$ cat src/rtl/gba_pkg.sv
package gba_pkg;

  localparam int RomW   = 18;
  localparam int RomMax = 4096;
  localparam int DataW  = 16;

  localparam logic [63:0] Ln2Q32     = 64'd2977044472;
  localparam logic [63:0] InvSqrt2Pi = 64'd1713444047;
  localparam logic [63:0] OneQ32     = 64'd4294967296;

  typedef logic signed [RomW-1:0] rom_t [RomMax+1];

  typedef struct packed {
    logic [15:0]              frac;
    logic signed [DataW-1:0]  dy;
    logic signed [DataW-1:0]  dx;
    logic                     last;
  } lookup_t;

  typedef struct packed {
    logic signed [RomW-1:0]   g;
    logic signed [DataW-1:0]  dy;
    logic signed [DataW-1:0]  dx;
    logic                     last;
  } term_t;

  // gelu derivative samples in q16, built by trapezoid integration of phi
  // codes are walked as 257 blocks of 256 to keep each loop short
  function automatic rom_t build_rom(input int entries);
    rom_t               rom;
    logic [63:0]        t;
    logic [63:0]        n;
    logic [63:0]        r;
    logic [63:0]        term;
    logic [63:0]        e;
    logic [63:0]        p;
    logic [63:0]        prev;
    logic [63:0]        acc;
    logic signed [63:0] sum;
    logic signed [63:0] c;
    logic signed [63:0] g;
    int                 k;
    int                 j;
    rom  = '{default: '0};
    acc  = '0;
    prev = '0;
    k    = 0;
    for (int jh = 0; jh <= 256; jh++) begin
      for (int jl = 0; jl < 256; jl++) begin
        j = jh * 256 + jl;
        if (j <= 65536) begin
          c = 64'(j) - 64'sd32768;
          t = 64'(c * c) << 7;
          n = t / Ln2Q32;
          if (n >= 64'd40) begin
            p = '0;
          end else begin
            r    = t - n * Ln2Q32;
            term = OneQ32;
            sum  = $signed(OneQ32);
            for (int i = 1; i <= 14; i++) begin
              term = (term * r) >> 32;
              case (i)
                1:  term = term / 1;
                2:  term = term / 2;
                3:  term = term / 3;
                4:  term = term / 4;
                5:  term = term / 5;
                6:  term = term / 6;
                7:  term = term / 7;
                8:  term = term / 8;
                9:  term = term / 9;
                10: term = term / 10;
                11: term = term / 11;
                12: term = term / 12;
                13: term = term / 13;
                14: term = term / 14;
                default: term = term;
              endcase
              if (i[0]) begin
                sum = sum - $signed(term);
              end else begin
                sum = sum + $signed(term);
              end
            end
            if (sum < 0) begin
              sum = '0;
            end
            e = 64'(sum) >> n;
            p = (e * InvSqrt2Pi) >> 32;
          end
          if (j > 0) begin
            acc = acc + prev + p;
          end
          prev = p;
          if (k <= entries && 64'(k) * 64'd65536 >= 64'(j) * 64'(entries) &&
              64'(k) * 64'd65536 < 64'(j + 1) * 64'(entries)) begin
            g      = $signed(acc >> 13) + ((c * $signed(p)) >>> 12);
            rom[k] = RomW'((g + 64'sd32768) >>> 16);
            k++;
          end
        end
      end
    end
    return rom;
  endfunction

endpackage

$ cat src/rtl/gba_index.sv
module gba_index #(
  parameter int TABLE_ENTRIES = 256,
  localparam int IdxW = $clog2(TABLE_ENTRIES)
) (
  input  logic                          clk,
  input  logic                          rst_n,
  input  logic                          up_valid,
  output logic                          up_ready,
  input  logic [gba_pkg::DataW-1:0]     x,
  input  gba_pkg::lookup_t              up_lk,
  output logic                          dn_valid,
  input  logic                          dn_ready,
  output logic [IdxW-1:0]               idx,
  output gba_pkg::lookup_t              dn_lk
);

  localparam int PosW = 16 + IdxW;

  logic                 v_r;
  logic [IdxW-1:0]      idx_r;
  gba_pkg::lookup_t     lk_r;
  logic                 en;
  logic [15:0]          u;
  logic [PosW-1:0]      pos;
  gba_pkg::lookup_t     lk_nxt;

  // offset binary position on the table grid
  assign u   = x ^ 16'h8000;
  assign pos = PosW'(u) * PosW'(TABLE_ENTRIES);
  assign en  = !v_r || dn_ready;

  always_comb begin
    lk_nxt      = up_lk;
    lk_nxt.frac = pos[15:0];
  end

  always_ff @(posedge clk) begin
    if (!rst_n) begin
      v_r <= 1'b0;
    end else if (en) begin
      v_r <= up_valid;
    end
    if (en) begin
      idx_r <= pos[PosW-1:16];
      lk_r  <= lk_nxt;
    end
  end

  assign up_ready = en;
  assign dn_valid = v_r;
  assign idx      = idx_r;
  assign dn_lk    = lk_r;

endmodule

$ cat config.mk
export PLATFORM = sky130hd
export DESIGN_NAME = gba_index
export DESIGN_NICKNAME = d
export VERILOG_FILES = /design/src/rtl/gba_pkg.sv /design/src/rtl/gba_index.sv
export SDC_FILE = /design/constraint.sdc
export NUM_CORES = 1
export LEC_CHECK = 0
export ABC_CLOCK_PERIOD_IN_PS = 1290
export BUFFER_PORTS_ARGS = -buffer_cell sky130_fd_sc_hd__buf_4
export CAP_MARGIN = 30
export CORE_ASPECT_RATIO = 0.5
export CORE_MARGIN = 1
export CORE_UTILIZATION = 38
export CTS_CLUSTER_DIAMETER = 60
export DETAILED_ROUTE_END_ITERATION = 16
export PLACE_DENSITY = 0.78
export SYNTH_ARGS = -nofsm -noshare
export SYNTH_HDL_FRONTEND = slang
export SYNTH_SLANG_ARGS = --single-unit
$ cat constraint.sdc
create_clock -name clk -period 1.29 [get_ports clk]
set_input_delay 0.1935 -clock clk [delete_from_list [all_inputs] [get_ports clk]]
set_output_delay 0.1935 -clock clk [all_outputs]
set_load 0.03 [all_outputs]
==> metrics.csv <==
metric,value,unit
cts_made_buffers,5,
globalRouteMet2Util,28.4,%
diodes,0,
postCtsSetupRepairBufs,0,
rows,16,
clock_sinks,50,
synthCells,63,
num_vias,947,
fin_tns_setup,0,ps
grtUsageMet1,14.8,%
via_per_inst,4.10,
worstHoldStart,up_lk[7],
drt_wl_total,3340,µm
wl_per_cell,14.5,µm
grt_pass1_wl,4460,µm
die_w,93.4,µm
io_buffers,103,
drv_cap,0,
clk_latency,290,ps
place_hpwl,2580,µm
hold_violations,0,
use_met3,4.76,%
timing.fmax,855,MHz
synth_ff_type,edfxtp_1,
rsz0062_at_grt,no,
synth_edf_count,49,
htree_levels,2,
synth_top_area_cell,edfxtp_1,
crit_path_max_fanout,11,
async_flop_share,0,%
powerDensity,1350,nW/µm²
holdPathStages,1,
power_leakage,1.13,nW
netlist.area_leader.share,92.7,%
status,finished clean,
clk_transition_reported_paths,90,ps
seq_area_frac_synth,93.9,%
r2r_start,dn_valid$_SDFFE_PN0P_,
crit_arrival,980,ps
initial_core_util,40.3,%
grt_usage,14.3,%
r2r_end,dn_lk[44]$_DFFE_PP_,
hold_buffers,0,
ir_drop,0.536,mV
finalSetupViolCount,0,
hp-class,input pin to register,
drc,0,
yosys-top-cells-area,"edfxtp_1 93%, buf_4 3.8%, dfxtp_1 1.3%",
fill_cells,280,
syn-cell-area,1590,µm²
nNetsFinal,245,
crit_type,register to output pin,
min_period,1170,ps
coreArea,3940,µm²
drtIter0Drc,11,
yosys_warnings,0,
root_buffer,clkbuf_8,
hold_end,dn_lk[7]$_DFFE_PP_,
postPlaceCellArea,2440,µm²
ys_ff_latch,50,
antenna_found_initial,0,
dieArea,4460,µm²
die_h,47.7,µm
clockBufferDepth,2,
fin_crit_sh,90.7,%
r2r_slack,300,ps
ant_nets,0,
r2r_cells,2,
cts_tree,done,
drv_slew,0,
grt_busiest_layer,met2,
synth_commonest_cells,"49 x edfxtp_1, 8 x buf_4, 2 x inv_1",
start_kind,register,
grt_max_degree,23,
worstSetupEndpointType,output pin,
drive_above_1_share,65.5,%
gp_congestion,0.720,
crit_required,1100,ps
area_delta_synth_final,59.3,%
skew,8.71,ps
syn_avg_cell_area,25.2,µm²
overflow,0,
final_area,2530,µm²
dr.pass1.iters,4,
synth_cell_types,7,
pin_count,128,
grt_pass1_vias,868,
synth.most_common_cell,edfxtp_1,
cts_resized,0,
[final cells by class]
type / instances / area (µm²) / share of cell area, %
clock buffers: 8 / 90.1 / 3.56
well taps: 54 / 67.6 / 2.67
repair buffers: 107 / 816 / 32.3
inverters: 2 / 7.51 / 0.297
flip-flops and latches: 50 / 1490 / 59.0
multi-input cells: 10 / 55.1 / 2.18
[how the worst max path moves through the flow]
| stage | start | endpoint | slack (ps) | cells past startpoint |
|---|---|---|---|---|
| floorplan | dn_valid$_SDFFE_PN0P_ | dn_lk[0]$_DFFE_PP_ | 80 | 1 |
| finish | dn_valid$_SDFFE_PN0P_ | up_ready | 120 | 2 |
| detailed placement | dn_ready | dn_lk[44]$_DFFE_PP_ | 300 | 3 |
| CTS | dn_valid$_SDFFE_PN0P_ | up_ready | 110 | 2 |
| global route | dn_valid$_SDFFE_PN0P_ | up_ready | 70 | 2 |
| global placement | dn_ready | dn_lk[30]$_DFFE_PP_ | 320 | 3 |
[worst max-delay path, cell delays in order, from the launching register on]
cell and delay [ps]:
dfxtp_2 340, nand2b_4 160, buf_4 190
[power by group]
| part | switching [mW] | internal [mW] | leakage (nW) | total, mW |
|---|---|---|---|---|
| registers | 0.0322 | 1.91 | 0.516 | 1.94 |
| logic | 0.345 | 0.243 | 0.565 | 0.588 |
| clock network | 0.454 | 0.437 | 0.0455 | 0.892 |
| total | 0.831 | 2.59 | 1.13 | 3.42 |
[state kept, by name (all words and copies together) (netlist names)]
register  cells
dn_lk        41
dn_valid      1
idx           8
[logic make-up (layout without fill, tap and decap cells)]
kind of cell    after synthesis  after routing  share of synthesized area (%)
compound gates                1              1                          0.709
buf+inv                      10            117                           4.26
flops                        50             50                           93.9
other cells                   1              8                          0.236
simple gates                  1              1                          0.867
[layout by cell type, fill, tap and decap left out]
cell / Yosys / final
edfxtp_1: 49 / 49
dfxtp_2: 0 / 1
buf_4: 8 / 106
conb_1: 1 / 8
clkbuf_1: 0 / 2
inv_1: 2 / 2
a21boi_2: 1 / 1
buf_12: 0 / 1
clkbuf_8: 0 / 6
nand2b_4: 1 / 1
[per-stage QoR]
step | setup slack, ps | hold slack [ps] | power [mW] | cells | utilization (%)
2_1_floorplan | 80.5 | 292 | 2.28 | 70 | -
3_3_place_gp | 317 | 372 | 2.55 | 223 | 61.8
3_5_place_dp | 298 | 373 | 2.57 | 223 | 61.8
4_1_cts | 106 | 62.8 | 3.44 | 231 | 64.1
5_1_grt | 67.5 | 48.3 | 3.53 | 231 | 64.1
6_report | 120 | 69.3 | 3.42 | 231 | 64.1
[layer usage]
layer | wire length (µm) | vias up
li1 | - | 446
met1 | 1190 | 463
met2 | 1980 | 32
met3 | 124 | 6
met4 | 38 | 0
met5 | 0 | -
Note: power is estimated with default switching activity, not from simulation.
