`src/rtl/gba_pkg.sv`:
```
package gba_pkg;

  localparam int RomW   = 18;
  localparam int RomMax = 4096;
  localparam int DataW  = 16;

  localparam logic [63:0] Ln2Q32     = 64'd2977044472;
  localparam logic [63:0] InvSqrt2Pi = 64'd1713444047;
  localparam logic [63:0] OneQ32     = 64'd4294967296;

  typedef logic signed [RomW-1:0] rom_t [RomMax+1];

  typedef struct packed {
    logic [15:0]              frac;
    logic signed [DataW-1:0]  dy;
    logic signed [DataW-1:0]  dx;
    logic                     last;
  } lookup_t;

  typedef struct packed {
    logic signed [RomW-1:0]   g;
    logic signed [DataW-1:0]  dy;
    logic signed [DataW-1:0]  dx;
    logic                     last;
  } term_t;

  // gelu derivative samples in q16, built by trapezoid integration of phi
  // codes are walked as 257 blocks of 256 to keep each loop short
  function automatic rom_t build_rom(input int entries);
    rom_t               rom;
    logic [63:0]        t;
    logic [63:0]        n;
    logic [63:0]        r;
    logic [63:0]        term;
    logic [63:0]        e;
    logic [63:0]        p;
    logic [63:0]        prev;
    logic [63:0]        acc;
    logic signed [63:0] sum;
    logic signed [63:0] c;
    logic signed [63:0] g;
    int                 k;
    int                 j;
    rom  = '{default: '0};
    acc  = '0;
    prev = '0;
    k    = 0;
    for (int jh = 0; jh <= 256; jh++) begin
      for (int jl = 0; jl < 256; jl++) begin
        j = jh * 256 + jl;
        if (j <= 65536) begin
          c = 64'(j) - 64'sd32768;
          t = 64'(c * c) << 7;
          n = t / Ln2Q32;
          if (n >= 64'd40) begin
            p = '0;
          end else begin
            r    = t - n * Ln2Q32;
            term = OneQ32;
            sum  = $signed(OneQ32);
            for (int i = 1; i <= 14; i++) begin
              term = (term * r) >> 32;
              case (i)
                1:  term = term / 1;
                2:  term = term / 2;
                3:  term = term / 3;
                4:  term = term / 4;
                5:  term = term / 5;
                6:  term = term / 6;
                7:  term = term / 7;
                8:  term = term / 8;
                9:  term = term / 9;
                10: term = term / 10;
                11: term = term / 11;
                12: term = term / 12;
                13: term = term / 13;
                14: term = term / 14;
                default: term = term;
              endcase
              if (i[0]) begin
                sum = sum - $signed(term);
              end else begin
                sum = sum + $signed(term);
              end
            end
            if (sum < 0) begin
              sum = '0;
            end
            e = 64'(sum) >> n;
            p = (e * InvSqrt2Pi) >> 32;
          end
          if (j > 0) begin
            acc = acc + prev + p;
          end
          prev = p;
          if (k <= entries && 64'(k) * 64'd65536 >= 64'(j) * 64'(entries) &&
              64'(k) * 64'd65536 < 64'(j + 1) * 64'(entries)) begin
            g      = $signed(acc >> 13) + ((c * $signed(p)) >>> 12);
            rom[k] = RomW'((g + 64'sd32768) >>> 16);
            k++;
          end
        end
      end
    end
    return rom;
  endfunction

endpackage

```
`src/rtl/gba_accum.sv`:
```
module gba_accum (
  input  logic                          clk,
  input  logic                          rst_n,
  input  logic                          up_valid,
  output logic                          up_ready,
  input  gba_pkg::term_t                up_term,
  output logic                          dn_valid,
  input  logic                          dn_ready,
  output logic [gba_pkg::DataW-1:0]     grad_acc_out,
  output logic                          saturated,
  output logic                          last_out
);

  localparam int RomW  = gba_pkg::RomW;
  localparam int DataW = gba_pkg::DataW;
  localparam int ProdW = RomW + DataW;
  localparam int SumW  = ProdW + 2;
  localparam int YW    = SumW - 16;

  logic                       c_v_r;
  logic signed [ProdW-1:0]    c_prod_r;
  logic signed [DataW-1:0]    c_dx_r;
  logic                       c_last_r;
  logic                       d_v_r;
  logic [DataW-1:0]           d_y_r;
  logic                       d_sat_r;
  logic                       d_last_r;
  logic                       en_c;
  logic                       en_d;
  logic signed [SumW-1:0]     s;
  logic signed [YW-1:0]       y;
  logic [DataW-1:0]           y_nxt;
  logic                       sat_nxt;

  assign en_d = !d_v_r || dn_ready;
  assign en_c = !c_v_r || en_d;

  // q28 sum, rounded half up back to q12
  assign s = (SumW'(c_dx_r) <<< 16) + SumW'(c_prod_r) + SumW'(32768);
  assign y = s[SumW-1:16];

  always_comb begin
    if (y > YW'(32767)) begin
      y_nxt   = 16'h7fff;
      sat_nxt = 1'b1;
    end else if (y < -YW'(32768)) begin
      y_nxt   = 16'h8000;
      sat_nxt = 1'b1;
    end else begin
      y_nxt   = y[DataW-1:0];
      sat_nxt = 1'b0;
    end
  end

  always_ff @(posedge clk) begin
    if (!rst_n) begin
      c_v_r <= 1'b0;
      d_v_r <= 1'b0;
    end else begin
      if (en_c) begin
        c_v_r <= up_valid;
      end
      if (en_d) begin
        d_v_r <= c_v_r;
      end
    end
    if (en_c) begin
      c_prod_r <= up_term.g * up_term.dy;
      c_dx_r   <= up_term.dx;
      c_last_r <= up_term.last;
    end
    if (en_d) begin
      d_y_r    <= y_nxt;
      d_sat_r  <= sat_nxt;
      d_last_r <= c_last_r;
    end
  end

  assign up_ready     = en_c;
  assign dn_valid     = d_v_r;
  assign grad_acc_out = d_y_r;
  assign saturated    = d_sat_r;
  assign last_out     = d_last_r;

endmodule

```
`config.mk`:
```
export PLATFORM = sky130hd
export DESIGN_NAME = gba_accum
export DESIGN_NICKNAME = d
export VERILOG_FILES = /design/src/rtl/gba_pkg.sv /design/src/rtl/gba_accum.sv
export SDC_FILE = /design/constraint.sdc
export NUM_CORES = 1
export LEC_CHECK = 0
export BUFFER_PORTS_ARGS = -buffer_cell sky130_fd_sc_hd__buf_2
export CORE_ASPECT_RATIO = 0.8
export CORE_MARGIN = 1.5
export CORE_UTILIZATION = 30
export CTS_BUF_LIST = sky130_fd_sc_hd__clkbuf_8
export DETAILED_ROUTE_END_ITERATION = 16
export RECOVER_POWER = 50
export SETUP_SLACK_MARGIN = 0.15
export SYNTH_ARGS = -nofsm -noshare
export SYNTH_HDL_FRONTEND = slang
export SYNTH_SLANG_ARGS = --single-unit
```
`constraint.sdc`:
```
create_clock -name clk -period 10.25 [get_ports clk]
set_clock_uncertainty 0.2 [all_clocks]
set_input_delay 0.5125 -clock clk [delete_from_list [all_inputs] [get_ports clk]]
set_output_delay 0.5125 -clock clk [all_outputs]
set_load 0.03 [all_outputs]
```
==> impl_summary.log <==
[metrics] run status: complete, but fails checks
[metrics] failing checks: max-capacitance violations, max-slew violations
[metrics] mean routed wirelength per cell: 15.6 um
[metrics] vias in the first global route: 9860
[metrics] clock slew at reported path FFs: 100 ps
[metrics] CTS tree: yes
[metrics] wire length of the first global-routing pass: 51.1 mm
[metrics] synth top area cells: sky130_fd_sc_hd__fa_1 44%, sky130_fd_sc_hd__edfxtp_1 12%, sky130_fd_sc_hd__inv_1 9.8%
[metrics] routed via count: 9003
[metrics] dominant register cell in the synthesized netlist: sky130_fd_sc_hd__edfxtp_1
[metrics] Fillers: 4482
[metrics] most used cells in the layout excluding fill and tap cells: 346 x sky130_fd_sc_hd__inv_1, 290 x sky130_fd_sc_hd__fa_1, 146 x sky130_fd_sc_hd__nand2_1, 135 x sky130_fd_sc_hd__and2_1, 101 x sky130_fd_sc_hd__ha_1
[metrics] buffer levels on the longest clock path: 2
[metrics] Setup crit end kind: flip-flop
[metrics] clock root buffer master: sky130_fd_sc_hd__clkbuf_8
[metrics] met1 track demand over resource: 19.7%
[metrics] final hold violation count: 0
[metrics] Warnings, synthesis: 0
[metrics] HPWL Detailed: 25.6 mm
[metrics] unrepaired setup endpoints after global routing: false
[metrics] final period demand of the worst path: 6650 ps
[metrics] Row Count: 68
[metrics] required arrival time at the worst endpoint: 10210 ps
[metrics] dominant combinational cell family by area after synthesis: adder cells
[metrics] wire length after detailed routing: 30.5 mm
[metrics] share of flip-flops with an asynchronous set or reset after synthesis: 0%
[metrics] maximum number of pins on one net before global-route repair: 37
[metrics] number of post-CTS setup repair buffers: 0
[metrics] flop and latch count out of synthesis: 56
[metrics] number of failing setup endpoints in the final timing report: 0
[metrics] total of hold buffers inserted after clock tree synthesis: 0
[metrics] horizontal die dimension: 238 um
[metrics] GRT busiest layer: met2
[metrics] worst min-delay path category: primary input to flip-flop
[metrics] global-route met3 utilization: 2.53%
[metrics] Synth Area in Compound Gates: 6.89%
[metrics] starting density of the core: 30.5%
[metrics] number of standard cells after synthesis: 1359
[metrics] endpoint arrival time on the critical path: 6610 ps
[metrics] cts bufs inserted: 5
[metrics] antenna violations before repair: 0
[metrics] Synthesized Nets: 1805
[metrics] Post-Syn Area: 13300 um2
[metrics] maximum fanout count along the critical path: 16
[metrics] final global-route overflow total: 0
[metrics] M2 GR Usage: 23.8%
[metrics] share of the cycle needed by the critical path after routing: 64.9%
[metrics] Synth cell types: 55
[metrics] die footprint: 45500 um2
[metrics] sequential cell area: 1660 um2
[metrics] f_max: 150 MHz
[metrics] Synth-to-Final Area Change: 7.57%
[metrics] adder-cell area share of the yosys netlist: 53.3%
[metrics] initial drt markers: 499
[metrics] number of nets at the end of the flow: 1845
[metrics] total iterations of the first detailed-routing run: 5
[metrics] leading cell type in the layout, fill and taps excluded: sky130_fd_sc_hd__inv_1
[metrics] ANT cells: 0
[metrics] area share of xor/xnor cells in the synthesized design: 2.58%
[metrics] global router's overall resource usage: 14.2%
[metrics] post-route ant nets: 0
[metrics] total negative slack: 0 ps
[metrics] area of the multi-input gates: 10100 um2
[metrics] fraction of post-synthesis cell area in the top cell type by area: 43.8%
[metrics] area inside the core boundary: 43400 um2
[metrics] clock insertion delay at the later pin of the skew report: 310 ps
[metrics] H-tree Lvls: 2
[metrics] register area share after synthesis: 12.5%
[metrics] share of final-layout standard cells stronger than drive strength 1: 5.64%
[metrics] mux cell area share after synthesis: 0.0755%
[metrics] Worst Max-Slew Pin Slew: 2030 ps
[metrics] placement-stage cell area: 14200 um2
[metrics] routed vias/inst: 4.59
[metrics] weighted congestion at the end of routability-driven global placement: 0.886
[metrics] syn avg cell area: 9.75 um2
[metrics] Max transition margin: -35.5%
[metrics] Die Span Y: 191 um
[metrics] DR DRC count: 0
[metrics] number of ports placed on the die boundary: 75
[metrics] total non-filler cell area in the finished layout: 14300 um2
[metrics] number of enable-type register cells in the synthesized netlist: 54
[metrics] startpoint type of the worst setup path: primary input
[metrics] Port Buf Inserts: 74
[metrics] cell accounting for the most synthesized area: sky130_fd_sc_hd__fa_1
[metrics] post_cts resized: 0
[metrics] maximum capacitance violations: 1
[metrics] share of synthesized cell area in and, or, nand and nor gates: 13.5%
[metrics] max-slew violations: 37
[metrics] Critical Setup Path Class: primary input to flip-flop
[metrics] total number of clock tree sinks: 56
-- final timing paths --
kind / startpoint / end / slack [ps] / cells after the start
hold reg to reg: c_last_r / last_out / 240 / 0
setup reg to reg: c_prod_r[15] / saturated / 6650 / 9
setup / recovery: up_term[43] / c_prod_r[33] / 3600 / 20
hold / removal: up_term[4] / c_dx_r[3] / 170 / 1
-- routing by layer --
layer  vias up  part of all wire (%)
met4         0                   1.2
met3        28                   6.0
met5         -                     0
li1       4157                     -
met2       211                    47
met1      4607                    46
-- critical path, cell delays in order --
cell,delay (ps)
sky130_fd_sc_hd__buf_2,360
sky130_fd_sc_hd__nand2_1,170
sky130_fd_sc_hd__fa_1,540
sky130_fd_sc_hd__fa_1,570
sky130_fd_sc_hd__fa_1,450
sky130_fd_sc_hd__fa_1,550
sky130_fd_sc_hd__inv_1,50
sky130_fd_sc_hd__fa_1,470
sky130_fd_sc_hd__inv_1,50
sky130_fd_sc_hd__fa_1,470
sky130_fd_sc_hd__inv_1,40
sky130_fd_sc_hd__ha_1,310
sky130_fd_sc_hd__a21oi_1,130
sky130_fd_sc_hd__o21ai_0,130
sky130_fd_sc_hd__a311o_1,380
sky130_fd_sc_hd__a31o_2,280
sky130_fd_sc_hd__a211oi_2,440
sky130_fd_sc_hd__o211ai_1,250
sky130_fd_sc_hd__o211ai_1,220
sky130_fd_sc_hd__nor3b_1,210
-- layout make-up --
cell class / count / share of cell area [%]
clock buffer: 5 / 0.483
clock inverter: 3 / 0.325
inverter: 346 / 9.11
multi-input combinational: 914 / 71.0
sequential: 56 / 11.7
tap: 560 / 4.91
timing repair buffer: 76 / 2.51
-- logic make-up (layout without fill, tap and decap cells) --
logic type / after synthesis / after routing
AND/OR/NAND/NOR: 353 / 353
adder cells (fa/ha/maj): 391 / 391
buffers and inverters: 389 / 430
AO/OA/AOI/OAI: 130 / 130
XOR/XNOR: 39 / 39
flip-flops: 56 / 56
multiplexers: 1 / 1
-- stage by stage --
stage | setup WS [ps] | util, % | std cells | hold slack, ps
2_1_floorplan | 3630 | - | 1359 | 200
3_5_place_dp | 3290 | 32.7 | 1952 | 219
5_1_grt | 3270 | 32.9 | 1960 | 142
3_3_place_gp | 3420 | 32.7 | 1952 | 204
4_1_cts | 3620 | 32.9 | 1960 | 153
6_report | 3600 | 32.9 | 1960 | 168
-- registers in the layout, summed over array words and instances, names as in the netlist --
| signal | flops |
|---|---|
| last_out | 1 |
| saturated | 1 |
| dn_valid | 1 |
| grad_acc_out | 16 |
| c_prod_r | 19 |
| c_v_r | 1 |
| c_dx_r | 16 |
| c_last_r | 1 |
-- cell usage after synthesis, types with 9 or more instances --
master / number
sky130_fd_sc_hd__clkbuf_1: 37
sky130_fd_sc_hd__a21o_1: 26
sky130_fd_sc_hd__fa_1: 290
sky130_fd_sc_hd__ha_1: 101
sky130_fd_sc_hd__xnor2_1: 26
sky130_fd_sc_hd__edfxtp_1: 54
sky130_fd_sc_hd__o21ai_0: 9
sky130_fd_sc_hd__and2_1: 135
sky130_fd_sc_hd__a21oi_1: 33
sky130_fd_sc_hd__xor2_1: 13
sky130_fd_sc_hd__o21ai_1: 9
sky130_fd_sc_hd__inv_1: 346
sky130_fd_sc_hd__nand2_1: 146
sky130_fd_sc_hd__nor2_1: 24
Power is not shown: default switching activity piles up to over one toggle a cycle in this logic, so the estimate is an artifact.
